`config.mk`:
```
export PLATFORM = sky130hd
export DESIGN_NAME = thermostat_sample_display_and_relay
export DESIGN_NICKNAME = d
export VERILOG_FILES = /design/src/design/thsd_pkg.sv /design/src/design/thsd_digits.sv /design/src/design/thsd_ctrl.sv /design/src/design/thermostat_sample_display_and_relay.sv
export SDC_FILE = /design/constraint.sdc
export NUM_CORES = 1
export LEC_CHECK = 0
export BUFFER_PORTS_ARGS = -buffer_cell sky130_fd_sc_hd__buf_2
export CAP_MARGIN = 20
export CORE_MARGIN = 3
export CORE_UTILIZATION = 50
export CTS_CLUSTER_DIAMETER = 100
export DETAILED_ROUTE_END_ITERATION = 8
export PLACE_DENSITY = 0.72
export SKIP_LAST_GASP = 1
export SLEW_MARGIN = 20
export SYNTH_ARGS = -nofsm -noshare
export SYNTH_HDL_FRONTEND = slang
export SYNTH_SLANG_ARGS = --single-unit
```
`constraint.sdc`:
```
create_clock -name clk -period 6.6 [get_ports clk]
set_clock_uncertainty 0.2 [all_clocks]
set_input_delay 1.32 -clock clk [delete_from_list [all_inputs] [get_ports clk]]
set_output_delay 1.32 -clock clk [all_outputs]
set_load 0.02 [all_outputs]
```
`src/design/thsd_pkg.sv`:
```
package thsd_pkg;

  // Display digit codes
  localparam logic [3:0] CODE_BLANK = 4'd10;
  localparam logic [3:0] CODE_MINUS = 4'd11;
  localparam logic [3:0] CODE_E     = 4'd12;
  localparam logic [3:0] CODE_R     = 4'd13;

  // Sample range constants
  localparam logic [15:0] NEG_MASK  = 16'hF800;
  localparam logic [15:0] INT_MASK  = 16'h07F0;
  localparam logic [15:0] NEG_LIMIT = 16'hFC90;
  localparam logic [15:0] POS_LIMIT = 16'h07D0;

  // Register reset values
  localparam logic [15:0] SETPOINT_RST   = 16'h0140;
  localparam logic [10:0] ZONE_RST       = 11'h008;
  localparam logic [15:0] ERROR_CODE_RST = 16'hFFFF;

  localparam int CFG_IDX_W = 3;
  localparam int CFG_DATA_W = 16;
  localparam int IN_DATA_W = 16;
  localparam int OUT_DATA_W = 24;

  typedef enum logic [CFG_IDX_W-1:0] {
    REG_SETPOINT   = 3'd0,
    REG_ZONE       = 3'd1,
    REG_SHOW_EN    = 3'd2,
    REG_CTRL_EN    = 3'd3,
    REG_ERROR_CODE = 3'd4
  } cfg_idx_t;

  typedef struct packed {
    logic [15:0] setpoint;
    logic [10:0] zone;
    logic        show_en;
    logic        ctrl_en;
    logic [15:0] error_code;
  } cfg_t;

  typedef struct packed {
    logic [3:0] hundreds;
    logic [3:0] tens;
    logic [3:0] units;
    logic [3:0] tenths;
  } digits_t;

  // Rounded tenths digit from a 1/16 fraction: round(floor(f*6.25)/10)
  function automatic logic [3:0] tenth_of(input logic [3:0] f);
    logic [3:0] d;
    case (f)
      4'd0:    d = 4'd0;
      4'd1:    d = 4'd1;
      4'd2:    d = 4'd1;
      4'd3:    d = 4'd2;
      4'd4:    d = 4'd3;
      4'd5:    d = 4'd3;
      4'd6:    d = 4'd4;
      4'd7:    d = 4'd4;
      4'd8:    d = 4'd5;
      4'd9:    d = 4'd6;
      4'd10:   d = 4'd6;
      4'd11:   d = 4'd7;
      4'd12:   d = 4'd8;
      4'd13:   d = 4'd8;
      4'd14:   d = 4'd9;
      default: d = 4'd9;
    endcase
    return d;
  endfunction

endpackage

```
`src/design/thsd_digits.sv`:
```
module thsd_digits (
  input  thsd_pkg::cfg_t    cfg,
  input  logic [15:0]       temp,
  output thsd_pkg::digits_t digits
);
  import thsd_pkg::*;

  logic        neg;
  logic [15:0] mag;
  logic [6:0]  ip;
  logic        ge100;
  logic        ge10;
  logic [6:0]  ip_lo;
  logic [14:0] prod;
  logic [3:0]  tens;
  logic [6:0]  tens_x10;
  logic [6:0]  units7;

  assign neg   = (temp & NEG_MASK) == NEG_MASK;
  assign mag   = neg ? (~temp + 16'd1) : temp;
  assign ip    = 7'((mag & INT_MASK) >> 4);
  assign ge100 = ip >= 7'd100;
  assign ge10  = ip >= 7'd10;
  assign ip_lo = ge100 ? ip - 7'd100 : ip;

  // divide by 10 via reciprocal, exact for 0..99
  assign prod     = 15'(ip_lo) * 15'd205;
  assign tens     = prod[14:11];
  assign tens_x10 = 7'({tens, 3'b000}) + 7'({tens, 1'b0});
  assign units7   = ip_lo - tens_x10;

  always_comb begin
    digits = '0;
    if (cfg.show_en) begin
      if (temp == cfg.error_code) begin
        digits.hundreds = CODE_BLANK;
        digits.tens     = CODE_E;
        digits.units    = CODE_R;
        digits.tenths   = CODE_R;
      end else begin
        if (ge100)           digits.hundreds = 4'd1;
        else if (neg && ge10) digits.hundreds = CODE_MINUS;
        else                 digits.hundreds = CODE_BLANK;

        if (ge10)     digits.tens = tens;
        else if (neg) digits.tens = CODE_MINUS;
        else          digits.tens = CODE_BLANK;

        digits.units  = units7[3:0];
        digits.tenths = tenth_of(mag[3:0]);
      end
    end
  end

endmodule

```
`src/design/thsd_ctrl.sv`:
```
module thsd_ctrl (
  input  logic           clk,
  input  logic           rst_n,
  input  thsd_pkg::cfg_t cfg,
  input  logic [15:0]    temp,
  input  logic           adv,
  output logic           heater_on
);
  import thsd_pkg::*;

  logic        heater_r;
  logic        heater_nxt;
  logic [9:0]  half;
  logic [15:0] ton;
  logic [15:0] toff;
  logic        ton_pos;
  logic        toff_neg;
  logic        decide;

  assign half     = cfg.zone[10:1];
  assign ton      = cfg.setpoint - 16'(half);
  assign toff     = cfg.setpoint + 16'(half);
  assign ton_pos  = ton <= POS_LIMIT;
  assign toff_neg = toff >= NEG_LIMIT;

  // bang-bang with wrap-aware range checks on the thresholds
  always_comb begin
    decide = heater_r;
    if (temp >= NEG_LIMIT) begin
      if (ton_pos || temp <= ton)          decide = 1'b1;
      else if (toff_neg && temp >= toff)   decide = 1'b0;
    end else begin
      if (ton_pos && temp <= ton)          decide = 1'b1;
      else if (toff_neg || temp >= toff)   decide = 1'b0;
    end
  end

  assign heater_nxt = cfg.ctrl_en ? decide : heater_r;
  assign heater_on  = heater_nxt;

  always_ff @(posedge clk) begin
    if (!rst_n) begin
      heater_r <= 1'b0;
    end else if (adv) begin
      heater_r <= heater_nxt;
    end
  end

  a_hold_when_idle: assert property (@(posedge clk) disable iff (!rst_n)
    !(adv && cfg.ctrl_en) |=> $stable(heater_r))
    else $error("heater changed without an enabled control step");

  a_on_below: assert property (@(posedge clk) disable iff (!rst_n)
    (adv && cfg.ctrl_en && temp < NEG_LIMIT && ton_pos && temp <= ton) |=> heater_r)
    else $error("heater not on at or below on threshold");

  a_off_above: assert property (@(posedge clk) disable iff (!rst_n)
    (adv && cfg.ctrl_en && temp < NEG_LIMIT && !ton_pos && temp >= toff) |=> !heater_r)
    else $error("heater not off at or above off threshold");

endmodule

```
`src/design/thermostat_sample_display_and_relay.sv`:
```
// Thermostat sample path: display digits and hysteresis heater relay.
//
// in_*   : one 16-bit raw sensor word per transfer (two's complement, 1/16 deg).
// out_*  : one result word per input word, tdata fields from bit 0 up:
//          hundreds[3:0], tens[7:4], units[11:8], tenths[15:12],
//          display_update[16], heater_on[17], zero pad [23:18].
// cfg_*  : write port, index 0 setpoint, 1 zone, 2 show enable,
//          3 control enable, 4 error code. Write only while idle.
//
// Pipeline: input register -> digit decode and hysteresis compare -> output
// register. A word moves from the input register to the output register once
// that is empty or being taken; throughput is one word per cycle while out_tready
// is high, since stage 1 empties in the same cycle the output register is taken.
// A stalled receiver holds the output register; the input register still
// takes one more word, after which in_tready drops until the result drains.
// Reset (rst_n low, synchronous) empties both stages, turns the heater off
// and loads the register reset values.
module thermostat_sample_display_and_relay (
  input  logic                               clk,
  input  logic                               rst_n,
  // slave side: tdata = temp_raw[15:0]
  input  logic                               in_tvalid,
  output logic                               in_tready,
  input  logic [thsd_pkg::IN_DATA_W-1:0]     in_tdata,
  // master side: tdata = hundreds, tens, units, tenths, display_update, heater_on
  output logic                               out_tvalid,
  input  logic                               out_tready,
  output logic [thsd_pkg::OUT_DATA_W-1:0]    out_tdata,
  // configuration write port
  input  logic                               cfg_we,
  input  logic [thsd_pkg::CFG_IDX_W-1:0]     cfg_index,
  input  logic [thsd_pkg::CFG_DATA_W-1:0]    cfg_wdata
);
  import thsd_pkg::*;

  cfg_t                  cfg_r;
  logic                  s1_valid_r;
  logic [15:0]           s1_temp_r;
  logic                  out_valid_r;
  logic [OUT_DATA_W-1:0] out_data_r;
  logic [OUT_DATA_W-1:0] out_data_nxt;
  logic                  s1_move;
  logic                  heater_on;
  digits_t               digits;

  // ---- configuration registers ----
  always_ff @(posedge clk) begin
    if (!rst_n) begin
      cfg_r.setpoint   <= SETPOINT_RST;
      cfg_r.zone       <= ZONE_RST;
      cfg_r.show_en    <= 1'b1;
      cfg_r.ctrl_en    <= 1'b0;
      cfg_r.error_code <= ERROR_CODE_RST;
    end else if (cfg_we) begin
      unique case (cfg_index)
        REG_SETPOINT:   cfg_r.setpoint   <= cfg_wdata;
        REG_ZONE:       cfg_r.zone       <= cfg_wdata[10:0];
        REG_SHOW_EN:    cfg_r.show_en    <= cfg_wdata[0];
        REG_CTRL_EN:    cfg_r.ctrl_en    <= cfg_wdata[0];
        REG_ERROR_CODE: cfg_r.error_code <= cfg_wdata;
        default: ;
      endcase
    end
  end

  // ---- handshake: stage 1 drains when output is empty or being taken ----
  assign s1_move   = s1_valid_r && (!out_valid_r || out_tready);
  assign in_tready = !s1_valid_r || s1_move;

  always_ff @(posedge clk) begin
    if (!rst_n) begin
      s1_valid_r <= 1'b0;
    end else if (in_tready) begin
      s1_valid_r <= in_tvalid;
    end
  end

  always_ff @(posedge clk) begin
    if (in_tready && in_tvalid) begin
      s1_temp_r <= in_tdata;
    end
  end

  // ---- per-word logic ----
  thsd_digits u_digits (
    .cfg    (cfg_r),
    .temp   (s1_temp_r),
    .digits (digits)
  );

  // heater state advances only when a word leaves stage 1
  thsd_ctrl u_ctrl (
    .clk       (clk),
    .rst_n     (rst_n),
    .cfg       (cfg_r),
    .temp      (s1_temp_r),
    .adv       (s1_move),
    .heater_on (heater_on)
  );

  assign out_data_nxt = {6'b000000, heater_on, cfg_r.show_en,
                         digits.tenths, digits.units, digits.tens, digits.hundreds};

  // ---- output register ----
  always_ff @(posedge clk) begin
    if (!rst_n) begin
      out_valid_r <= 1'b0;
    end else if (s1_move) begin
      out_valid_r <= 1'b1;
    end else if (out_tready) begin
      out_valid_r <= 1'b0;
    end
  end

  always_ff @(posedge clk) begin
    if (s1_move) begin
      out_data_r <= out_data_nxt;
    end
  end

  assign out_tvalid = out_valid_r;
  assign out_tdata  = out_data_r;

  a_stall_only_full: assert property (@(posedge clk) disable iff (!rst_n)
    !in_tready |-> (s1_valid_r && out_valid_r && !out_tready))
    else $error("input stalled with room in the pipeline");

  a_move_fills_out: assert property (@(posedge clk) disable iff (!rst_n)
    s1_move |=> out_valid_r)
    else $error("word left stage 1 but output register empty");

  a_no_overwrite: assert property (@(posedge clk) disable iff (!rst_n)
    (out_valid_r && !out_tready) |-> !s1_move)
    else $error("pending result overwritten");

  a_disp_off_zero: assert property (@(posedge clk) disable iff (!rst_n)
    (out_valid_r && !out_data_r[16]) |-> (out_data_r[15:0] == 16'h0000))
    else $error("digits nonzero with display update low");

endmodule

```
==> out/results.txt, run 1 <==
status -> completed
share of cells above drive strength 1 -> 0.200
die height -> 121 µm
Routed WL -> 17.3 mm
# H-tree levels -> 3
synthesized area -> 6590 µm²
TritonCTS clock tree -> built
vias per inst -> 5.55
Worst Setup Start Kind -> flop
Area Overhead vs Synth -> 18.7%
vias -> 5627
Post-route DRC -> 0
pin count of the biggest net entering global routing -> 49
Die W -> 121 µm
Worst R2R End -> out_tdata[11]$_SDFFCE_PN0P_
total clock sinks -> 79
fin area -> 7830 µm²
Nets -> 979
HP Class -> reg -> reg
I/O Pins -> 66
pins over their slew limit -> 0
Synth Area per Inst -> 8.85 µm²
Layout Cells excl Fill -> 1014
worst skew pair latency -> 350 ps
Crit. End Element -> flop
average wire per standard cell -> 17.0 µm
Placed Cells -> 984
sequential area share after synthesis -> 0.288
GRT Util Overall -> 0.241
critical path's slowest cell -> fa_1
Synth Instances -> 745
worst r2r src -> s1_temp_r[1]$_DFFE_PP_
met1 Track Usage GR -> 0.291
Area after DPL -> 7220 µm²
Fin. Hold Viols -> 0
met2 usage in global routing -> 0.433
top cell type's share of synthesized area -> 0.173
WP data arrival -> 6260 ps
Hold Buf Count CTS -> 0
crit-path max FO -> 4
# diodes -> 0
setup TNS -> 0 ps
final critical-path share of the clock period -> 0.966
post-synthesis register bit count -> 79
worst path required time -> 6490 ps
Max Clock Freq -> 157 MHz
met3 GRT Util -> 0.0355
TritonCTS Buffers -> 9
grt peak-use layer -> met2
most used cell, CP -> ha_4
Initial Util -> 0.516
port buffer count -> 58
Antenna Nets Post-Route -> 0
GP Congestion -> 0.984
async set-or-reset flop fraction in the synthesized netlist -> 0
WHS -> 283 ps
first-pass iteration count of the detailed router -> 4
Clock Pin Slew Worst Setup and Hold Paths -> 60 ps
Area contributors post-synth -> ha_1, edfxtp_1, dfxtp_1
Max VDD drop -> 0.182 mV
Worst path max stage delay -> 520 ps
Ys Warns -> 0
worst slew pin tran -> 825 ps
EDFF count, synth -> 32
Worst R2R Path Depth -> 29
Site Rows -> 41
Worst R2R Setup Slack -> 220 ps
CORE AREA -> 12800 µm²
Overflow after GRT -> 0
Root Driver -> clkbuf_16
crit path time final -> 6380 ps
Hold Startpoint -> cfg_r[10]$_SDFFE_PN1P_
Pwr Density -> 240 nW/µm²
leading area contributor after synthesis -> ha_1
Main synth FF type -> dfxtp_1
# setup viols final -> 0
Starting DRT DRC Count -> 286
initial antenna violation count -> 0
relative slew slack -> 0.450
maxcap violations -> 0
die footprint -> 14600 µm²
critical path type -> reg -> reg
Leak -> 3.41 nW
clock buffer depth -> 2
Distinct cells, synth -> 76
first-pass GRT wire length -> 27.6 mm
Hold Path Sink -> cfg_r[10]$_SDFFE_PN1P_
total power -> 1.88 mW
vias in the first global route -> 5516
Fill cells -> 1113
hold path depth -> 2
Detailed Place HPWL -> 13.8 mm
## cell usage after synthesis, types with 3 or more instances
cell	count
nand4_1	9
o211ai_1	7
xor2_1	27
nor2_1	36
o21a_1	8
nor4_1	9
ha_1	91
a211oi_1	3
nor2b_1	12
buf_4	9
inv_1	60
fa_1	10
and3_1	5
and4_1	4
and2_1	4
xnor2_1	30
a21o_1	12
o21ai_1	4
o21ai_0	18
a21boi_0	24
or2_2	6
nand2b_1	5
nor3_1	10
a31oi_1	4
o21bai_1	5
clkbuf_1	17
a21oi_1	40
nand3_1	34
edfxtp_1	32
dfxtp_1	47
nand2_1	106
## layout make-up
class                      instances  area [µm²]  share of cell area
multi-input combinational        583        4510               0.576
sequential                        79        1900               0.243
timing repair buffer             104         656              0.0838
clock buffer                      13         280              0.0358
inverter                          61         229              0.0293
tap                              172         215              0.0275
clock inverter                     2        36.3             0.00464
## placed cells by master (no fill, tap or decap), types with 8 or more instances in the layout
master     Yosys  layout
clkbuf_16      0       9
o21ai_0       18      17
inv_1         60      56
nand2_1      106     105
nor2b_1       12      12
nand3_1       34      34
a21o_1        12      12
nor2_1        36      36
nand4_1        9       9
fa_1          10       9
buf_4          9      43
nor4_1         9       9
a21boi_0      24      23
a21oi_1       40      38
edfxtp_1      32      32
ha_1          91      85
buf_2          0      58
dfxtp_1       47      47
o21a_1         8       8
xnor2_1       30      30
nor3_1        10       9
xor2_1        27      26
## routing by layer
metal	wire [µm]	up-vias	share of wire
met1	7490	2689	0.43
met4	403	0	0.023
met2	8780	118	0.51
met5	0	-	0
met3	588	28	0.034
li1	-	2792	-
## critical path, delay by kind of cell, from the launching register on
kind	cells	cell delay (ps)
AO/OA/AOI/OAI	10	1590
XOR/XNOR	3	460
adder cells (fa/ha/maj)	6	1900
buffers and inverters	6	690
flip-flops	1	450
multiplexers	1	250
AND/OR/NAND/NOR	3	580
## state kept, by name, indices dropped and copies added (netlist names)
| name | cells |
|---|---|
| cfg_r | 44 |
| out_tdata | 16 |
| out_tvalid | 1 |
| s1_temp_r | 16 |
| s1_valid_r | 1 |
| u_ctrl.heater_r | 1 |
## cell families (layout without fill, tap and decap cells)
| logic type | after synthesis | count (layout) | synth area share |
|---|---|---|---|
| AOI/OAI and AO/OA | 151 | 151 | 0.159 |
| and+or+nand+nor | 258 | 258 | 0.194 |
| buffers and inverters | 89 | 180 | 0.0569 |
| adders and majority gates | 103 | 103 | 0.206 |
| muxes | 4 | 4 | 0.00987 |
| other | 1 | 7 | 0.000569 |
| DFF | 79 | 79 | 0.288 |
| xor gates and xnor gates | 60 | 60 | 0.0848 |
## power by group
group	total, mW	internal, mW	switching [mW]
Sequential	0.575	0.557	0.0183
Combinational	0.768	0.374	0.394
Clock	0.533	0.332	0.201
## how the worst max path moves through the flow
stage               cells past startpoint                    from  slack, ps                     endpoint
global placement                       29  s1_temp_r[0]$_DFFE_PP_         20  out_tdata[11]$_SDFFCE_PN0P_
detailed placement                     26  s1_temp_r[3]$_DFFE_PP_       -160  out_tdata[11]$_SDFFCE_PN0P_
CTS                                    27  s1_temp_r[3]$_DFFE_PP_         50  out_tdata[11]$_SDFFCE_PN0P_
global route                           27  s1_temp_r[2]$_DFFE_PP_        -80  out_tdata[11]$_SDFFCE_PN0P_
finish                                 29  s1_temp_r[1]$_DFFE_PP_        220  out_tdata[11]$_SDFFCE_PN0P_
floorplan                              27  s1_temp_r[2]$_DFFE_PP_         30  out_tdata[11]$_SDFFCE_PN0P_
## timing repair
| item | in CTS | in global routing |
|---|---|---|
| setup endpoints to repair | 1 | 1 |
| gates cloned | 0 | 0 |
| setup buffers | 8 | 7 |
| resized for setup | 6 | 24 |
| pin swaps | 9 | 29 |
## metrics by stage
step,utilization,worst slack [ps]
2_1_floorplan,-,33.3
3_3_place_gp,0.565,24.6
3_5_place_dp,0.565,-162
4_1_cts,0.598,48.2
5_1_grt,0.613,-75.9
6_report,0.613,225
Power figures use the tool's default switching activity.
==> run 2, diff against run 1 <==
CORE_UTILIZATION = 55   (was 50)
PLACE_DENSITY = 0.78   (was 0.72)
==> run 2 against run 1 <==
The run now ends with negative setup slack left. Critical endpoint unchanged. First-iteration DRC count increased by 51%. Global-route usage is 2.4 points higher. Final cell count fell by 1.5%. Largest power group unchanged. Sequential cell count stayed put. Combinational power rose by 5.1%. Die area is 8.6% lower. Fmax fell by 4.2%. Critical path depth is the same. Critical path type unchanged. Worst setup slack worse by 280 ps.
==> out/results.txt, run 2 (same netlist as run 1, synthesis figures left out) <==
pins over their slew limit -> 0
flip-flop and latch area -> 1900 µm²
maxcap violations -> 0
final critical-path share of the clock period -> 1.01
average wire per standard cell -> 18.1 µm
internal power -> 1.27 mW
switching share of power -> 0.336
vias -> 6056
hold path depth -> 2
failing checks -> negative setup slack
Nets -> 992
Worst R2R Setup Slack -> -50 ps
critical path's slowest cell -> fa_1
Root Driver -> clkbuf_16
Hold Startpoint -> cfg_r[15]$_SDFFE_PN1P_
crit-path max FO -> 4
commonest non-fill, non-tap cell in the layout -> nand2_1
WP data arrival -> 6530 ps
fin area -> 7910 µm²
relative slew slack -> 0.453
vias per inst -> 6.06
I/O Pins -> 66
Overflow after GRT -> 0
Initial Util -> 0.570
GRT Util Overall -> 0.265
Routed WL -> 18.1 mm
crit path time final -> 6650 ps
# setup viols final -> 1
Starting DRT DRC Count -> 431
status -> complete, but fails checks
Fill cells -> 871
Post-route DRC -> 0
max reg flops -> 44
Max VDD drop -> 0.136 mV
Leak -> 3.48 nW
Critical path origin -> s1_temp_r[3]$_DFFE_PP_
# H-tree levels -> 3
pin count of the biggest net entering global routing -> 49
most frequent cells in the layout -> nand2_1, ha_1, buf_2
Worst R2R Path Depth -> 29
clock buffer depth -> 2
RSZ-0062 raised after global routing -> yes
Clock Pin Slew Worst Setup and Hold Paths -> 60 ps
most used cell, CP -> ha_4
Psw -> 0.641 mW
Worst path max stage delay -> 490 ps
first-pass GRT wire length -> 28.0 mm
GP Congestion -> 1.02
die footprint -> 13300 µm²
Fin. Hold Viols -> 0
largest reg by FF count -> cfg_r
total clock sinks -> 79
share of cells above drive strength 1 -> 0.216
Die W -> 115 µm
TritonCTS clock tree -> built
Max Clock Freq -> 150 MHz
setup TNS -> -54.0 ps
Detailed Place HPWL -> 13.2 mm
initial antenna violation count -> 0
Worst R2R End -> out_tdata[11]$_SDFFCE_PN0P_
Site Rows -> 39
worst r2r src -> s1_temp_r[3]$_DFFE_PP_
CORE AREA -> 11600 µm²
Area after DPL -> 7150 µm²
critical path type -> reg -> reg
Crit. End Element -> flop
TritonCTS Buffers -> 9
Hold Buf Count CTS -> 0
Worst Setup Start Kind -> flop
Hold Path Sink -> cfg_r[15]$_SDFFE_PN1P_
die height -> 115 µm
clock share of power -> 0.274
Final Core Density -> 0.684
first-pass iteration count of the detailed router -> 5
Pwr Density -> 241 nW/µm²
worst skew pair latency -> 340 ps
Reg power frac -> 0.302
HP Class -> reg -> reg
# diodes -> 0
vias in the first global route -> 5957
worst slew pin tran -> 815 ps
Antenna Nets Post-Route -> 0
multi-input logic area -> 4520 µm²
Area Overhead vs Synth -> 19.9%
port buffer count -> 58
setup ws final -> -54.0 ps
worst path required time -> 6480 ps
Comb pwr share -> 0.423
run 2: cell count changes in the layout (fill, tap and decap cells not counted), sizes merged:
cell and change:
clkbuf -2, bufinv +1, clkinv +3, buf +13, inv -1
run 2: timing repair:
| action | 4_1_cts | 5_1_grt |
|---|---|---|
| pin swaps | 12 | 27 |
| setup buffers | 21 | 10 |
| resized for setup | 7 | 29 |
| endpoints found under the setup margin | 1 | 4 |
run 2: worst max-delay path by stage:
stage | end | slack (ps) | cells after the start
after CTS | out_tdata[11]$_SDFFCE_PN0P_ | 10 | 29
after detailed placement | out_tdata[11]$_SDFFCE_PN0P_ | -210 | 29
after global placement | out_tdata[11]$_SDFFCE_PN0P_ | 40 | 27
after floorplan | out_tdata[11]$_SDFFCE_PN0P_ | 30 | 27
final | out_tdata[11]$_SDFFCE_PN0P_ | -50 | 29
after global routing | out_tdata[11]$_SDFFCE_PN0P_ | -240 | 29
run 2: power by group through the flow:
stage	registers, mW	logic [mW]	clock network (mW)
after floorplan	0.606	0.458	0
final	0.577	0.807	0.523
after global routing	0.580	0.878	0.545
after global placement	0.585	0.610	0
after detailed placement	0.586	0.648	0
after CTS	0.575	0.719	0.528
run 2: final cells by class:
| cell class | count | area share |
|---|---|---|
| flip-flops and latches | 79 | 0.241 |
| clock buffers | 11 | 0.0294 |
| multi-input cells | 583 | 0.572 |
| repair buffers | 117 | 0.0973 |
| well taps | 143 | 0.0226 |
| inverters | 61 | 0.0290 |
| clock inverters | 5 | 0.00934 |
run 2: per-stage QoR:
step | power [mW] | worst slack [ps] | cells | hold WS (ps)
floorplan | 1.06 | 33.3 | 751 | 252
global placement | 1.20 | 43.0 | 952 | 271
detailed placement | 1.23 | -214 | 952 | 276
CTS | 1.82 | 13.0 | 989 | 285
global route | 2.00 | -238 | 999 | 299
finish | 1.91 | -54.0 | 999 | 281
run 2: worst max-delay path, delay by kind of cell (launching register included):
family | cells | cell delay (ps)
adders and majority gates | 6 | 1940
buffers and inverters | 5 | 580
and+or+nand+nor | 4 | 740
DFF | 1 | 440
AOI/OAI and AO/OA | 10 | 1780
xor gates and xnor gates | 4 | 700
run 2: routing by layer:
metal | vias up | wire length, µm | track usage
met5 | - | 0 | 0
met4 | 0 | 897 | 0.126
met3 | 89 | 1290 | 0.0564
met2 | 322 | 8930 | 0.471
met1 | 2843 | 6970 | 0.303
li1 | 2802 | - | -
==> run 3, diff against run 2 <==
PLACE_DENSITY = not set   (was 0.78)
PLACE_DENSITY_LB_ADDON = 0.05   (was not set)
==> run 3 against run 2 <==
The flow now finishes without violations. Combinational power shrank 2%. Via count is 7.0% lower. First-iteration DRC count shrank 31%. Final cell count down 1.0%. Sequential share of layout area increased by 0.28 points. Worst setup slack gained 150 ps. Final area decreased by 1.1%. Worst hold slack worse by 2.3 ps. Routed wire length fell by 5.5%. Core utilization is 0.78 points lower. Sequential cell count unchanged. Largest cell class unchanged. Largest power group unchanged.
==> out/results.txt, run 3 (same netlist as run 1, synthesis figures left out) <==
status -> completed
post-place setup slack -> -233 ps
Leak -> 3.41 nW
# diodes -> 0
setup TNS -> 0 ps
HP Class -> reg -> reg
crit path time final -> 6500 ps
vias -> 5633
commonest non-fill, non-tap cell in the layout -> nand2_1
vias in the first global route -> 5753
pin count of the biggest net entering global routing -> 49
Worst path max stage delay -> 500 ps
GP Congestion -> 0.926
Worst Setup Start Kind -> flop
share of cells above drive strength 1 -> 0.213
max reg flops -> 44
critical path's slowest cell -> or4_4
Root Driver -> clkbuf_16
Hold Buf Count CTS -> 0
die height -> 115 µm
Fin. Hold Viols -> 0
Buf/Inv on CP -> 7
Initial Util -> 0.570
crit-path max FO -> 4
first-pass iteration count of the detailed router -> 4
worst r2r src -> s1_temp_r[1]$_DFFE_PP_
Overflow after GRT -> 0
Max Clock Freq -> 154 MHz
Die W -> 115 µm
worst skew pair latency -> 350 ps
Site Rows -> 39
clock buffer depth -> 2
Pwr Density -> 242 nW/µm²
Worst path top cell family by delay -> adder cells
RSZ-0062 raised after global routing -> yes
final critical-path share of the clock period -> 0.985
average wire per standard cell -> 17.3 µm
vias per inst -> 5.70
GRT Util Overall -> 0.264
TritonCTS Buffers -> 9
Routed WL -> 17.1 mm
Clock Pin Slew Worst Setup and Hold Paths -> 60 ps
most frequent cells in the layout -> nand2_1, ha_1, buf_2
pins over their slew limit -> 0
Worst R2R End -> out_tdata[11]$_SDFFCE_PN0P_
Hold Path Sink -> cfg_r[8]$_SDFFE_PN1P_
initial antenna violation count -> 0
Hold Startpoint -> cfg_r[8]$_SDFFE_PN1P_
first-pass GRT wire length -> 27.6 mm
Nets -> 982
maxcap violations -> 0
Fill cells -> 977
TritonCTS clock tree -> built
Detailed Place HPWL -> 13.5 mm
setup ws final -> 97.2 ps
die footprint -> 13300 µm²
Max VDD drop -> 0.191 mV
port buffer count -> 58
CORE AREA -> 11600 µm²
total power -> 1.89 mW
# setup viols final -> 0
worst slew pin tran -> 875 ps
Starting DRT DRC Count -> 297
worst path required time -> 6490 ps
Antenna Nets Post-Route -> 0
Post-route DRC -> 0
Area Overhead vs Synth -> 18.6%
Crit. End Element -> flop
Final Core Density -> 0.676
# H-tree levels -> 3
critical path type -> reg -> reg
Worst R2R Setup Slack -> 100 ps
relative slew slack -> 0.414
WP data arrival -> 6390 ps
WHS -> 279 ps
total clock sinks -> 79
largest reg by FF count -> cfg_r
hold path depth -> 2
I/O Pins -> 66
Worst R2R Path Depth -> 29
run 3: cell count changes in the layout (fill, tap and decap cells not counted), moves of 2 or more:
cell	before	now
buf_4	54	48
inv_6	0	4
inv_1	57	54
inv_2	3	6
buf_12	2	0
buf_6	3	1
clkbuf_1	2	0
clkinv_2	2	0
run 3: how the worst max path moves through the flow:
stage	slack, ps	end	depth (start not counted)	from
finish	100	out_tdata[11]$_SDFFCE_PN0P_	29	s1_temp_r[1]$_DFFE_PP_
global route	-150	out_tdata[11]$_SDFFCE_PN0P_	29	s1_temp_r[1]$_DFFE_PP_
CTS	0.6	out_tdata[11]$_SDFFCE_PN0P_	27	s1_temp_r[0]$_DFFE_PP_
detailed placement	-230	out_tdata[11]$_SDFFCE_PN0P_	26	s1_temp_r[2]$_DFFE_PP_
global placement	30	out_tdata[11]$_SDFFCE_PN0P_	27	s1_temp_r[2]$_DFFE_PP_
floorplan	30	out_tdata[11]$_SDFFCE_PN0P_	27	s1_temp_r[2]$_DFFE_PP_
run 3: cell type report:
cell class / instances / area (µm²) / area share
multi-input cells: 583 / 4540 / 0.580
flip-flops and latches: 79 / 1900 / 0.243
repair buffers: 107 / 662 / 0.0847
well taps: 143 / 179 / 0.0229
inverters: 61 / 229 / 0.0293
clock buffers: 9 / 225 / 0.0288
clock inverters: 7 / 83.8 / 0.0107
run 3: routing by layer:
metal,track usage,up-vias,wire (µm)
met5,0,-,0
met4,0.0962,0,500
met3,0.0454,40,636
met2,0.488,146,8780
met1,0.305,2657,7180
li1,-,2790,-
run 3: worst min-delay path, delay by kind of cell, from the launching register on:
kind	cells	cell delay (ps)
flops	1	320
simple gates	2	110
run 3: through the flow:
| step | std cells | instance area [µm²] |
|---|---|---|
| detailed placement | 960 | 7210 |
| finish | 989 | 7820 |
| global route | 989 | 7820 |
| CTS | 983 | 7620 |
| floorplan | 751 | 6620 |
| global placement | 960 | 7210 |
run 3: power breakdown:
part           total [mW]  internal (mW)  switching, mW
Combinational       0.790          0.375          0.414
Sequential          0.576          0.556         0.0191
Clock               0.527          0.301          0.226
Total                1.89           1.23          0.660
run 3: timing repair:
action,in CTS,in global routing
pin swaps,12,33
endpoints found under the setup margin,2,2
setup buffers,7,7
resized for setup,9,29
